==> src/ghgp_pkg.sv <==
// shared types, constants and the byte-wide crc-32 update
// for the gpt header guid patch block; no dependencies
`default_nettype none

package ghgp_pkg;

  localparam int unsigned BYTE_W     = 8;
  localparam int unsigned CRC_W      = 32;
  localparam int unsigned LEN_W      = 10;
  localparam int unsigned GUID_W     = 128;
  localparam int unsigned CFG_IDX_W  = 8;
  localparam int unsigned CFG_DATA_W = 64;

  localparam logic [CRC_W-1:0] CRC_INIT = 32'hFFFF_FFFF;
  localparam logic [CRC_W-1:0] CRC_POLY = 32'hEDB8_8320;

  localparam int unsigned MIN_HEADER = 92;
  localparam int unsigned GUID_AT    = 56;
  localparam int unsigned GUID_LEN   = 16;
  localparam int unsigned CRC_AT     = 16;
  localparam int unsigned SIZE_AT    = 12;

  typedef enum logic [CFG_IDX_W-1:0] {
    CFG_PATCH_ENABLE  = 8'd0,
    CFG_GUID_LOW      = 8'd1,
    CFG_GUID_HIGH     = 8'd2,
    CFG_HEADER_LENGTH = 8'd3
  } cfg_idx_t;

  typedef struct packed {
    logic              patch_enable;
    logic [GUID_W-1:0] guid;
    logic [LEN_W-1:0]  header_length;
  } cfg_t;

  typedef struct packed {
    logic              valid;
    logic [BYTE_W-1:0] header_byte;
  } beat_t;

  // reflected crc-32, one byte, bit at a time
  function automatic logic [CRC_W-1:0] crc_byte(input logic [CRC_W-1:0] crc,
                                                input logic [BYTE_W-1:0] b);
    logic [CRC_W-1:0] c;
    c = crc ^ {{(CRC_W-BYTE_W){1'b0}}, b};
    for (int i = 0; i < BYTE_W; i++) begin
      c = (c >> 1) ^ (c[0] ? CRC_POLY : '0);
    end
    return c;
  endfunction

endpackage

`default_nettype wire

==> src/ghgp_if.sv <==
// channel interfaces: header byte input, result output, config write
// depends on ghgp_pkg
`default_nettype none

interface ghgp_in_if;
  import ghgp_pkg::*;
  logic              valid;
  logic              ready;
  logic [BYTE_W-1:0] header_byte;
  modport source(output valid, output header_byte, input ready);
  modport sink(input valid, input header_byte, output ready);
endinterface

interface ghgp_out_if;
  import ghgp_pkg::*;
  logic              valid;
  logic              ready;
  logic [BYTE_W-1:0] out_byte;
  logic              end_of_header;
  logic              crc_valid;
  logic [CRC_W-1:0]  crc_value;
  modport source(output valid, output out_byte, output end_of_header,
                 output crc_valid, output crc_value, input ready);
  modport sink(input valid, input out_byte, input end_of_header,
               input crc_valid, input crc_value, output ready);
endinterface

interface ghgp_cfg_if;
  import ghgp_pkg::*;
  logic                  valid;
  logic                  ready;
  logic [CFG_IDX_W-1:0]  index;
  logic [CFG_DATA_W-1:0] data;
  modport source(output valid, output index, output data, input ready);
  modport sink(input valid, input index, input data, output ready);
endinterface

`default_nettype wire

==> src/ghgp_cfg_regs.sv <==
// configuration register file written over the cfg channel
// depends on ghgp_pkg and ghgp_cfg_if
`default_nettype none

module ghgp_cfg_regs (
  input  wire logic     clk,
  input  wire logic     rst_n,
  ghgp_cfg_if.sink      cfg_ch,
  output ghgp_pkg::cfg_t cfg
);
  import ghgp_pkg::*;

  cfg_t cfg_r;
  cfg_t cfg_nxt;

  assign cfg_ch.ready = 1'b1;
  assign cfg = cfg_r;

  always_comb begin
    cfg_nxt = cfg_r;
    if (cfg_ch.valid) begin
      case (cfg_idx_t'(cfg_ch.index))
        CFG_PATCH_ENABLE:  cfg_nxt.patch_enable = cfg_ch.data[0];
        CFG_GUID_LOW:      cfg_nxt.guid[CFG_DATA_W-1:0] = cfg_ch.data;
        CFG_GUID_HIGH:     cfg_nxt.guid[GUID_W-1:CFG_DATA_W] = cfg_ch.data;
        CFG_HEADER_LENGTH: cfg_nxt.header_length = cfg_ch.data[LEN_W-1:0];
        default:           cfg_nxt = cfg_r;
      endcase
    end
  end

  always_ff @(posedge clk) begin
    if (!rst_n) begin
      cfg_r.patch_enable  <= 1'b0;
      cfg_r.guid          <= '0;
      cfg_r.header_length <= LEN_W'(MIN_HEADER);
    end else begin
      cfg_r <= cfg_nxt;
    end
  end

endmodule

`default_nettype wire

==> src/ghgp_in_reg.sv <==
// input register stage for header byte beats
// depends on ghgp_pkg and ghgp_in_if
`default_nettype none

module ghgp_in_reg (
  input  wire logic        clk,
  input  wire logic        rst_n,
  ghgp_in_if.sink          in_ch,
  input  wire logic        dp_ready,
  output ghgp_pkg::beat_t  s1
);
  import ghgp_pkg::*;

  logic              vld_r;
  logic              vld_nxt;
  logic [BYTE_W-1:0] byte_r;
  logic              take;

  assign in_ch.ready = !vld_r || dp_ready;
  assign take        = in_ch.valid && in_ch.ready;

  always_comb begin
    vld_nxt = vld_r;
    if (take) begin
      vld_nxt = 1'b1;
    end else if (dp_ready) begin
      vld_nxt = 1'b0;
    end
  end

  always_ff @(posedge clk) begin
    if (!rst_n) begin
      vld_r <= 1'b0;
    end else begin
      vld_r <= vld_nxt;
    end
  end

  always_ff @(posedge clk) begin
    if (take) begin
      byte_r <= in_ch.header_byte;
    end
  end

  assign s1.valid       = vld_r;
  assign s1.header_byte = byte_r;

endmodule

`default_nettype wire

==> src/ghgp_datapath.sv <==
// per-byte patch, size capture, crc update and result register
// depends on ghgp_pkg and ghgp_out_if
`default_nettype none

module ghgp_datapath #(
  parameter int MAX_HEADER_BYTES = 512
) (
  input  wire logic            clk,
  input  wire logic            rst_n,
  input  wire ghgp_pkg::cfg_t  cfg,
  input  wire ghgp_pkg::beat_t s1,
  output logic                 dp_ready,
  ghgp_out_if.source           out_ch
);
  import ghgp_pkg::*;

  localparam int POS_W   = (MAX_HEADER_BYTES > 2) ? $clog2(MAX_HEADER_BYTES) : 1;
  localparam int CMP_W   = ((POS_W > LEN_W) ? POS_W : LEN_W) + 1;
  localparam int LEN_CAP = (MAX_HEADER_BYTES < 1023) ? MAX_HEADER_BYTES : 1023;

  // stream state
  logic [POS_W-1:0] pos_r,    pos_nxt;
  logic [CRC_W-1:0] crc_r,    crc_nxt;
  logic [CRC_W-1:0] crcmin_r, crcmin_nxt;
  logic [CRC_W-1:0] size_r,   size_nxt;

  // result register
  logic              out_vld_r;
  logic [BYTE_W-1:0] obyte_r,  obyte_nxt;
  logic              eoh_r,    eoh_nxt;
  logic              cv_r,     cv_nxt;
  logic [CRC_W-1:0]  cval_r,   cval_nxt;

  logic              fire;
  logic [LEN_W-1:0]  len1;
  logic [LEN_W-1:0]  eff_len;
  logic [CMP_W-1:0]  pos_x;
  logic [CMP_W-1:0]  len_x;
  logic [CMP_W-1:0]  sz_off;
  logic [CMP_W-1:0]  g_off;
  logic              patched;
  logic              last;
  logic              in_size;
  logic              in_guid;
  logic              in_crcf;
  logic              size_ok;
  logic              crc_on;

  assign dp_ready = !out_vld_r || out_ch.ready;
  assign fire     = s1.valid && dp_ready;

  always_comb begin
    len1    = (cfg.header_length == '0) ? LEN_W'(1) : cfg.header_length;
    eff_len = (len1 > LEN_W'(LEN_CAP)) ? LEN_W'(LEN_CAP) : len1;
    pos_x   = CMP_W'(pos_r);
    len_x   = CMP_W'(eff_len);
    patched = cfg.patch_enable && (eff_len >= LEN_W'(MIN_HEADER));
    last    = pos_x >= (len_x - CMP_W'(1));

    sz_off  = pos_x - CMP_W'(SIZE_AT);
    g_off   = pos_x - CMP_W'(GUID_AT);
    in_size = (pos_x >= CMP_W'(SIZE_AT)) && (pos_x < CMP_W'(SIZE_AT + 4));
    in_guid = (pos_x >= CMP_W'(GUID_AT)) && (pos_x < CMP_W'(GUID_AT + GUID_LEN));
    in_crcf = (pos_x >= CMP_W'(CRC_AT)) && (pos_x < CMP_W'(CRC_AT + 4));

    // little-endian size field capture
    size_nxt = size_r;
    if (in_size) begin
      size_nxt = size_r | (CRC_W'(s1.header_byte) << {sz_off[1:0], 3'b000});
    end

    obyte_nxt = s1.header_byte;
    if (patched) begin
      if (in_guid) begin
        obyte_nxt = cfg.guid[{g_off[3:0], 3'b000} +: BYTE_W];
      end else if (in_crcf) begin
        obyte_nxt = '0;
      end
    end

    size_ok = (size_nxt >= CRC_W'(MIN_HEADER)) && (size_nxt <= CRC_W'(eff_len));
    crc_on  = (pos_x < CMP_W'(MIN_HEADER)) || (size_ok && (CRC_W'(pos_x) < size_nxt));
    crc_nxt = crc_on ? crc_byte(crc_r, obyte_nxt) : crc_r;
    crcmin_nxt = (pos_x == CMP_W'(MIN_HEADER - 1)) ? crc_nxt : crcmin_r;

    eoh_nxt  = last;
    cv_nxt   = last && patched;
    cval_nxt = cv_nxt ? ~(size_ok ? crc_nxt : crcmin_nxt) : '0;
    pos_nxt  = last ? '0 : pos_r + POS_W'(1);
  end

  always_ff @(posedge clk) begin
    if (!rst_n) begin
      pos_r     <= '0;
      crc_r     <= CRC_INIT;
      crcmin_r  <= '0;
      size_r    <= '0;
      out_vld_r <= 1'b0;
    end else begin
      if (fire) begin
        if (last) begin
          pos_r    <= '0;
          crc_r    <= CRC_INIT;
          crcmin_r <= '0;
          size_r   <= '0;
        end else begin
          pos_r    <= pos_nxt;
          crc_r    <= crc_nxt;
          crcmin_r <= crcmin_nxt;
          size_r   <= size_nxt;
        end
        out_vld_r <= 1'b1;
      end else if (out_ch.ready) begin
        out_vld_r <= 1'b0;
      end
    end
  end

  always_ff @(posedge clk) begin
    if (fire) begin
      obyte_r <= obyte_nxt;
      eoh_r   <= eoh_nxt;
      cv_r    <= cv_nxt;
      cval_r  <= cval_nxt;
    end
  end

  assign out_ch.valid         = out_vld_r;
  assign out_ch.out_byte      = obyte_r;
  assign out_ch.end_of_header = eoh_r;
  assign out_ch.crc_valid     = cv_r;
  assign out_ch.crc_value     = cval_r;

endmodule

`default_nettype wire

==> src/gpt_header_guid_patch_crc32.sv <==
// top level of the gpt header guid patch and crc-32 block
// depends on ghgp_pkg, ghgp_if, ghgp_cfg_regs, ghgp_in_reg, ghgp_datapath
`default_nettype none

// Streams a GPT header one byte per beat and returns one result beat per
// input beat. With patch_enable set and an effective length of at least 92,
// bytes 56..71 are replaced by the configured disk guid, bytes 16..19 go out
// as zero, and a reflected crc-32 (poly edb88320, init and final xor all
// ones) is run over the patched bytes. The crc covers the little-endian size
// field at bytes 12..15, or 92 bytes when that size is below 92 or beyond
// the header length. It is reported with crc_valid on the final beat of the
// header (end_of_header); a downstream writer stores it at offset 16. A
// header_length of 0 acts as 1, any value above MAX_HEADER_BYTES acts as
// MAX_HEADER_BYTES. Throughput is one byte per clock while out_ch.ready is
// high. An accepted beat sits in the input register, then goes through the
// byte-wide crc update into the result register, which drives the output
// until out_ch.ready takes it. The result register is backed by the input
// register, so one more byte is taken while a finished result waits on
// out_ch.ready. Config writes are always taken (cfg_ch.ready is tied high)
// and must only happen while no beat is in flight.
module gpt_header_guid_patch_crc32 #(
  parameter int MAX_HEADER_BYTES = 512
) (
  input  wire logic   clk,
  input  wire logic   rst_n,
  ghgp_cfg_if.sink    cfg_ch,
  ghgp_in_if.sink     in_ch,
  ghgp_out_if.source  out_ch
);
  import ghgp_pkg::*;

  cfg_t  cfg;        // live register values
  beat_t s1;         // beat held in the input register
  logic  dp_ready;   // datapath can take the held beat

  // register file, writes land the cycle after the beat
  ghgp_cfg_regs u_cfg (
    .clk    (clk),
    .rst_n  (rst_n),
    .cfg_ch (cfg_ch),
    .cfg    (cfg)
  );

  // input register, frees up whenever the datapath advances
  ghgp_in_reg u_in (
    .clk      (clk),
    .rst_n    (rst_n),
    .in_ch    (in_ch),
    .dp_ready (dp_ready),
    .s1       (s1)
  );

  // patch, crc and result register
  ghgp_datapath #(
    .MAX_HEADER_BYTES (MAX_HEADER_BYTES)
  ) u_dp (
    .clk      (clk),
    .rst_n    (rst_n),
    .cfg      (cfg),
    .s1       (s1),
    .dp_ready (dp_ready),
    .out_ch   (out_ch)
  );

endmodule

`default_nettype wire

==> src/flat_wrapper.sv <==
// flat-port wrapper written by rule: the top's interface ports become plain ports
module gpt_header_guid_patch_crc32_flat import ghgp_pkg::*;
#(
  parameter int MAX_HEADER_BYTES = 512
)
  (clk, rst_n, cfg_ch_valid, cfg_ch_index, cfg_ch_data, cfg_ch_ready, in_ch_valid, in_ch_header_byte, in_ch_ready, out_ch_valid, out_ch_out_byte, out_ch_end_of_header, out_ch_crc_valid, out_ch_crc_value, out_ch_ready);
  ghgp_cfg_if cfg_ch_i ();
  ghgp_in_if in_ch_i ();
  ghgp_out_if out_ch_i ();
  input  wire logic clk;
  input  wire logic rst_n;
  input wire logic [$bits(cfg_ch_i.valid)-1:0] cfg_ch_valid;
  input wire logic [$bits(cfg_ch_i.index)-1:0] cfg_ch_index;
  input wire logic [$bits(cfg_ch_i.data)-1:0] cfg_ch_data;
  output wire logic [$bits(cfg_ch_i.ready)-1:0] cfg_ch_ready;
  input wire logic [$bits(in_ch_i.valid)-1:0] in_ch_valid;
  input wire logic [$bits(in_ch_i.header_byte)-1:0] in_ch_header_byte;
  output wire logic [$bits(in_ch_i.ready)-1:0] in_ch_ready;
  output wire logic [$bits(out_ch_i.valid)-1:0] out_ch_valid;
  output wire logic [$bits(out_ch_i.out_byte)-1:0] out_ch_out_byte;
  output wire logic [$bits(out_ch_i.end_of_header)-1:0] out_ch_end_of_header;
  output wire logic [$bits(out_ch_i.crc_valid)-1:0] out_ch_crc_valid;
  output wire logic [$bits(out_ch_i.crc_value)-1:0] out_ch_crc_value;
  input wire logic [$bits(out_ch_i.ready)-1:0] out_ch_ready;
  assign cfg_ch_i.valid = cfg_ch_valid;
  assign cfg_ch_i.index = cfg_ch_index;
  assign cfg_ch_i.data = cfg_ch_data;
  assign cfg_ch_ready = cfg_ch_i.ready;
  assign in_ch_i.valid = in_ch_valid;
  assign in_ch_i.header_byte = in_ch_header_byte;
  assign in_ch_ready = in_ch_i.ready;
  assign out_ch_valid = out_ch_i.valid;
  assign out_ch_out_byte = out_ch_i.out_byte;
  assign out_ch_end_of_header = out_ch_i.end_of_header;
  assign out_ch_crc_valid = out_ch_i.crc_valid;
  assign out_ch_crc_value = out_ch_i.crc_value;
  assign out_ch_i.ready = out_ch_ready;
  gpt_header_guid_patch_crc32 #(.MAX_HEADER_BYTES(MAX_HEADER_BYTES)) u_core (.clk(clk), .rst_n(rst_n), .cfg_ch(cfg_ch_i), .in_ch(in_ch_i), .out_ch(out_ch_i));
endmodule
==> config.mk <==
export PLATFORM = sky130hd
export DESIGN_NAME = gpt_header_guid_patch_crc32_flat
export DESIGN_NICKNAME = d
export VERILOG_FILES = /design/src/ghgp_pkg.sv /design/src/ghgp_if.sv /design/src/ghgp_cfg_regs.sv /design/src/ghgp_in_reg.sv /design/src/ghgp_datapath.sv /design/src/gpt_header_guid_patch_crc32.sv /design/src/flat_wrapper.sv
export SDC_FILE = /design/constraint.sdc
export NUM_CORES = 1
export LEC_CHECK = 0
export ABC_AREA = 1
export BUFFER_PORTS_ARGS = -buffer_cell sky130_fd_sc_hd__buf_2
export CAP_MARGIN = 30
export CELL_PAD_IN_SITES_DETAIL_PLACEMENT = 0
export CELL_PAD_IN_SITES_GLOBAL_PLACEMENT = 1
export CORE_UTILIZATION = 40
export DETAILED_ROUTE_END_ITERATION = 16
export GPL_ROUTABILITY_DRIVEN = 1
export PLACE_DENSITY_LB_ADDON = 0.12
export SYNTH_ARGS = -nofsm -noshare
export SYNTH_HDL_FRONTEND = slang
export SYNTH_SLANG_ARGS = --single-unit
==> constraint.sdc <==
create_clock -name clk -period 3.4 [get_ports clk]
set_clock_uncertainty 0.05 [all_clocks]
set_input_delay 0.17 -clock clk [delete_from_list [all_inputs] [get_ports clk]]
set_output_delay 0.17 -clock clk [all_outputs]
set_load 0.005 [all_outputs]
==> summary.md <==
| Metric | Value |
|---|---|
| Detail Route Antenna Nets | `0` |
| Start point of the critical path | `u_core.u_cfg.cfg[0]` |
| Vias/cell | `5.15` |
| Predominant post-synthesis flop cell | `dfxtp_1` |
| Layout cell share with drive strength beyond 1 | `a little over a quarter` |
| Slew headroom | `35.3%` |
| Arrival time worst endpoint | `roughly 3.9 ns` |
| Synth async-reset ratio | `0%` |
| Area grow syn2layout | `39.7%` |
| Number of flops mapped to enable cells by yosys | `50` |
| Most common cell in the netlist | `nand2_1` |
| Worst-Skew Late Latency | `~0.57 ns` |
| Hold path startpoint | `in_ch_valid` |
| Setup-failing EPs final | `between 100 and 150` |
| Unrepaired setup endpoints after global routing | `yes` |
| Die area | `between 40000 and 50000 sq um` |
| Pwr/cell area | `a little over 400 nW/um^2` |
| Area of placed instances | `roughly 19000 sq um` |
| Slew Viols, Final | `0` |
| Netlist Area Pre-Place | `~16000 sq um` |
| Total Routed Length | `between 50000 and 60000 um` |
| Num ports | `130` |
| Overall global routing resource usage | `around 27%` |
| Post-synth top cells | `543 x nand2_1, 246 x dfxtp_1, 239 x inv_1` |
| Synth cell types | `50` |
| Synth warnings | `0` |
| Crit Path Class | `register to register` |
| Post-route DRC | `0` |
| Cell count of the worst hold path | `3` |
| Net Count, Synth | `2384` |
| Dominant cell type by area after synthesis | `dfxtp_1` |
| Crit path time final | `3.58 ns` |
| H-tree depth | `2` |
| Final Worst Setup Slack | `-0.182 ns` |
| Setup crit end kind | `register` |
| DRT iter0 DRCs | `approximately 1200` |
| # diodes | `0` |
| DR WL/cell | `between 15 and 20 um` |
| RR Startpoint | `u_core.u_cfg.cfg[0]` |
| Initial core utilization | `around two fifths` |
| Hold Crit Endpoint | `u_core.u_in.vld_r` |
| Final Net Count | `2790` |
| Setup slack, reg-to-reg | `-0.18 ns` |
| CP required | `3.67 ns` |
| # clock sinks | `~300` |
| DP HPWL | `about 39000 um` |
| First-pass GRT wire length | `roughly 87000 um` |
| Worst Reg-to-Reg Cells | `27` |
| Root Buffer | `clkbuf_16` |
| Post-synth top area share | `30.9%` |
| CP Launch Type | `register` |
| Final hold vios | `0` |
| Max_cap viols | `0` |
| Die Wd | `approximately 200 um` |
| Largest cells by area after synthesis | `dfxtp_1 31%, nand2_1 13%, edfxtp_1 9.4%` |
| Design Area, Final | `between 20000 and 25000 sq um` |
| Rows | `72` |
| Lkg Pwr | `between 10 and 15 nW` |
| Register area share after synthesis | `about two fifths` |
| Clock Tree Buf Depth | `3` |
| Class of the worst hold path | `primary input to register` |
| Core area | `roughly 39000 sq um` |
| Failing checks | `setup timing` |
| CTS tree | `done` |
| DIE HEIGHT | `202 um` |
| FF-to-FF End | `u_core.u_dp.out_ch.crc_value[14]` |
| Placer congestion estimate | `approximately 0.94` |
| Congestion Overflow GR | `0` |
| Reg clk slew, reported paths | `about 0.06 ns` |
| Synth Instances | `~2300` |
| Avg Inst Size Synth | `~7 sq um` |
| # fillers | `3709` |
| Status | `finished, violations left` |
| Final period util | `105%` |
| Pin count of the biggest net entering global routing | `~110` |
| Vias in the first global route | `about 16000` |
| Fmax | `279 MHz` |
| CTS Buf Count | `36` |
| Initial DRT Pass Iterations | `6` |
| Worst-margin pin slew | `about 0.97 ns` |
| Core Util, Final | `between 50% and 60%` |
| Seq cells post-synth | `296` |
| Initial antenna violation count | `0` |
| Peak supply drop | `0.000335 V` |
| Port bufs | `about 130` |
| Vias | `16570` |
| Crit-path max FO | `5` |
layer usage:
layer  track usage (%)  share of wire (%)  wire [um]  vias to the layer above
li1                  -                  -          -                     8283
met4              8.09                2.4       1350                        0
met1              38.5                 48      27100                     7773
met3              4.21                5.5       3080                       91
met5                 0                  0          0                        -
met2              42.8                 44      25000                      423
power breakdown:
part | internal (mW) | switching, mW
registers | 3.63 | 0.0584
logic | 0.684 | 1.00
clock network | 2.10 | 1.59
total | 6.42 | 2.64
registers in the layout (all words and copies together) (netlist names), 8 cells and up:
| signal | flops |
|---|---|
| u_core.u_cfg.cfg | 139 |
| u_core.u_dp.crc_r | 32 |
| u_core.u_dp.crcmin_r | 32 |
| u_core.u_dp.out_ch.crc_value | 32 |
| u_core.u_dp.size_r | 32 |
| u_core.u_dp.pos_r | 9 |
| u_core.u_dp.out_ch.out_byte | 8 |
| u_core.u_in.byte_r | 8 |
critical path, cell delays in order (launching register included):
cell	delay, ns
dfxtp_2	0.32
nor2_2	0.16
nand3_4	0.10
nor2_1	0.11
nand2_1	0.05
inv_1	0.04
nor2_1	0.04
inv_1	0.06
nand2_2	0.08
ha_4	0.18
xnor2_2	0.13
ha_1	0.29
nand2_1	0.10
nor2_1	0.06
a211oi_2	0.22
o221ai_1	0.15
a211oi_1	0.23
o21bai_1	0.11
o21ai_1	0.09
buf_4	0.15
buf_6	0.10
nor2_4	0.04
buf_12	0.13
buf_6	0.12
inv_6	0.06
a21oi_1	0.04
o21ai_1	0.09
inv_1	0.05
cells by family after synthesis:
family / synth area share (%)
other: 0.0235
adders and majority gates: 2.35
and+or+nand+nor: 26.9
buffers and inverters: 9.62
xor gates and xnor gates: 2.36
DFF: 40.3
AOI/OAI and AO/OA: 18.4
worst max path at each step:
stage	slack (ns)	to	cells past startpoint
global placement	-0.26	u_core.u_dp.crcmin_r[1]	25
CTS	-0.12	u_core.u_dp.crcmin_r[23]	26
detailed placement	-0.34	u_core.u_dp.crcmin_r[1]	25
global route	-0.41	u_core.u_dp.out_ch.crc_value[14]	27
floorplan	0.02	u_core.u_dp.out_ch.crc_value[2]	29
finish	-0.18	u_core.u_dp.out_ch.crc_value[14]	27
cells in the final DEF (no fill, tap or decap), types with 10 or more instances in the layout:
| cell type | n |
|---|---|
| o21a_1 | 13 |
| buf_12 | 37 |
| o21ai_0 | 183 |
| edfxtp_1 | 50 |
| dlygate4sd3_1 | 74 |
| o21ai_2 | 23 |
| inv_2 | 11 |
| ha_1 | 23 |
| clkbuf_1 | 10 |
| nand3_1 | 155 |
| nand4_1 | 11 |
| dfxtp_1 | 236 |
| nor2_1 | 124 |
| a31oi_1 | 12 |
| inv_1 | 229 |
| xor2_1 | 30 |
| nand2_4 | 20 |
| a21oi_1 | 170 |
| buf_2 | 127 |
| or2_2 | 25 |
| a21oi_2 | 36 |
| clkbuf_16 | 44 |
| buf_6 | 13 |
| o211ai_1 | 43 |
| nand2_2 | 68 |
| nand3_2 | 15 |
| nand2_1 | 504 |
| buf_4 | 228 |
| nor3_1 | 20 |
| o21ai_1 | 32 |
| nor2_4 | 15 |
stage by stage:
stage               hold WS, ns  setup slack, ns  TNS [ns]  power [mW]  std cells
finish                   0.0431           -0.182    -11.95        9.06       3217
global route             0.0167           -0.405    -42.23        9.41       3217
CTS                      0.0100           -0.123     -5.05        9.02       3195
detailed placement        0.298           -0.338    -23.82        5.13       3027
global placement          0.300           -0.257    -10.21        5.13       3027
floorplan                 0.219           0.0188         0        4.48       2269
repair_timing:
| item | in CTS | in global routing |
|---|---|---|
| cloned | 6 | 8 |
| endpoints found under the setup margin | 128 | 138 |
| hold buffers | 74 | 0 |
| endpoints found under the hold margin | 149 | 0 |
| pin swaps | 29 | 76 |
| resized for setup | 114 | 176 |
| setup buffers | 26 | 18 |
final cells by class:
cell class / count / area, sq um / share of cell area [%]
Timing Repair Buffer: 493 / 4300 / 19.3
Inverter: 249 / 976 / 4.38
Tap cell: 518 / 648 / 2.91
Clock inverter: 11 / 86.3 / 0.387
Clock buffer: 51 / 1020 / 4.57
Sequential cell: 296 / 6440 / 28.9
Multi-Input combinational cell: 1599 / 8820 / 39.6
No activity file was read; power rests on OpenSTA's default activity.
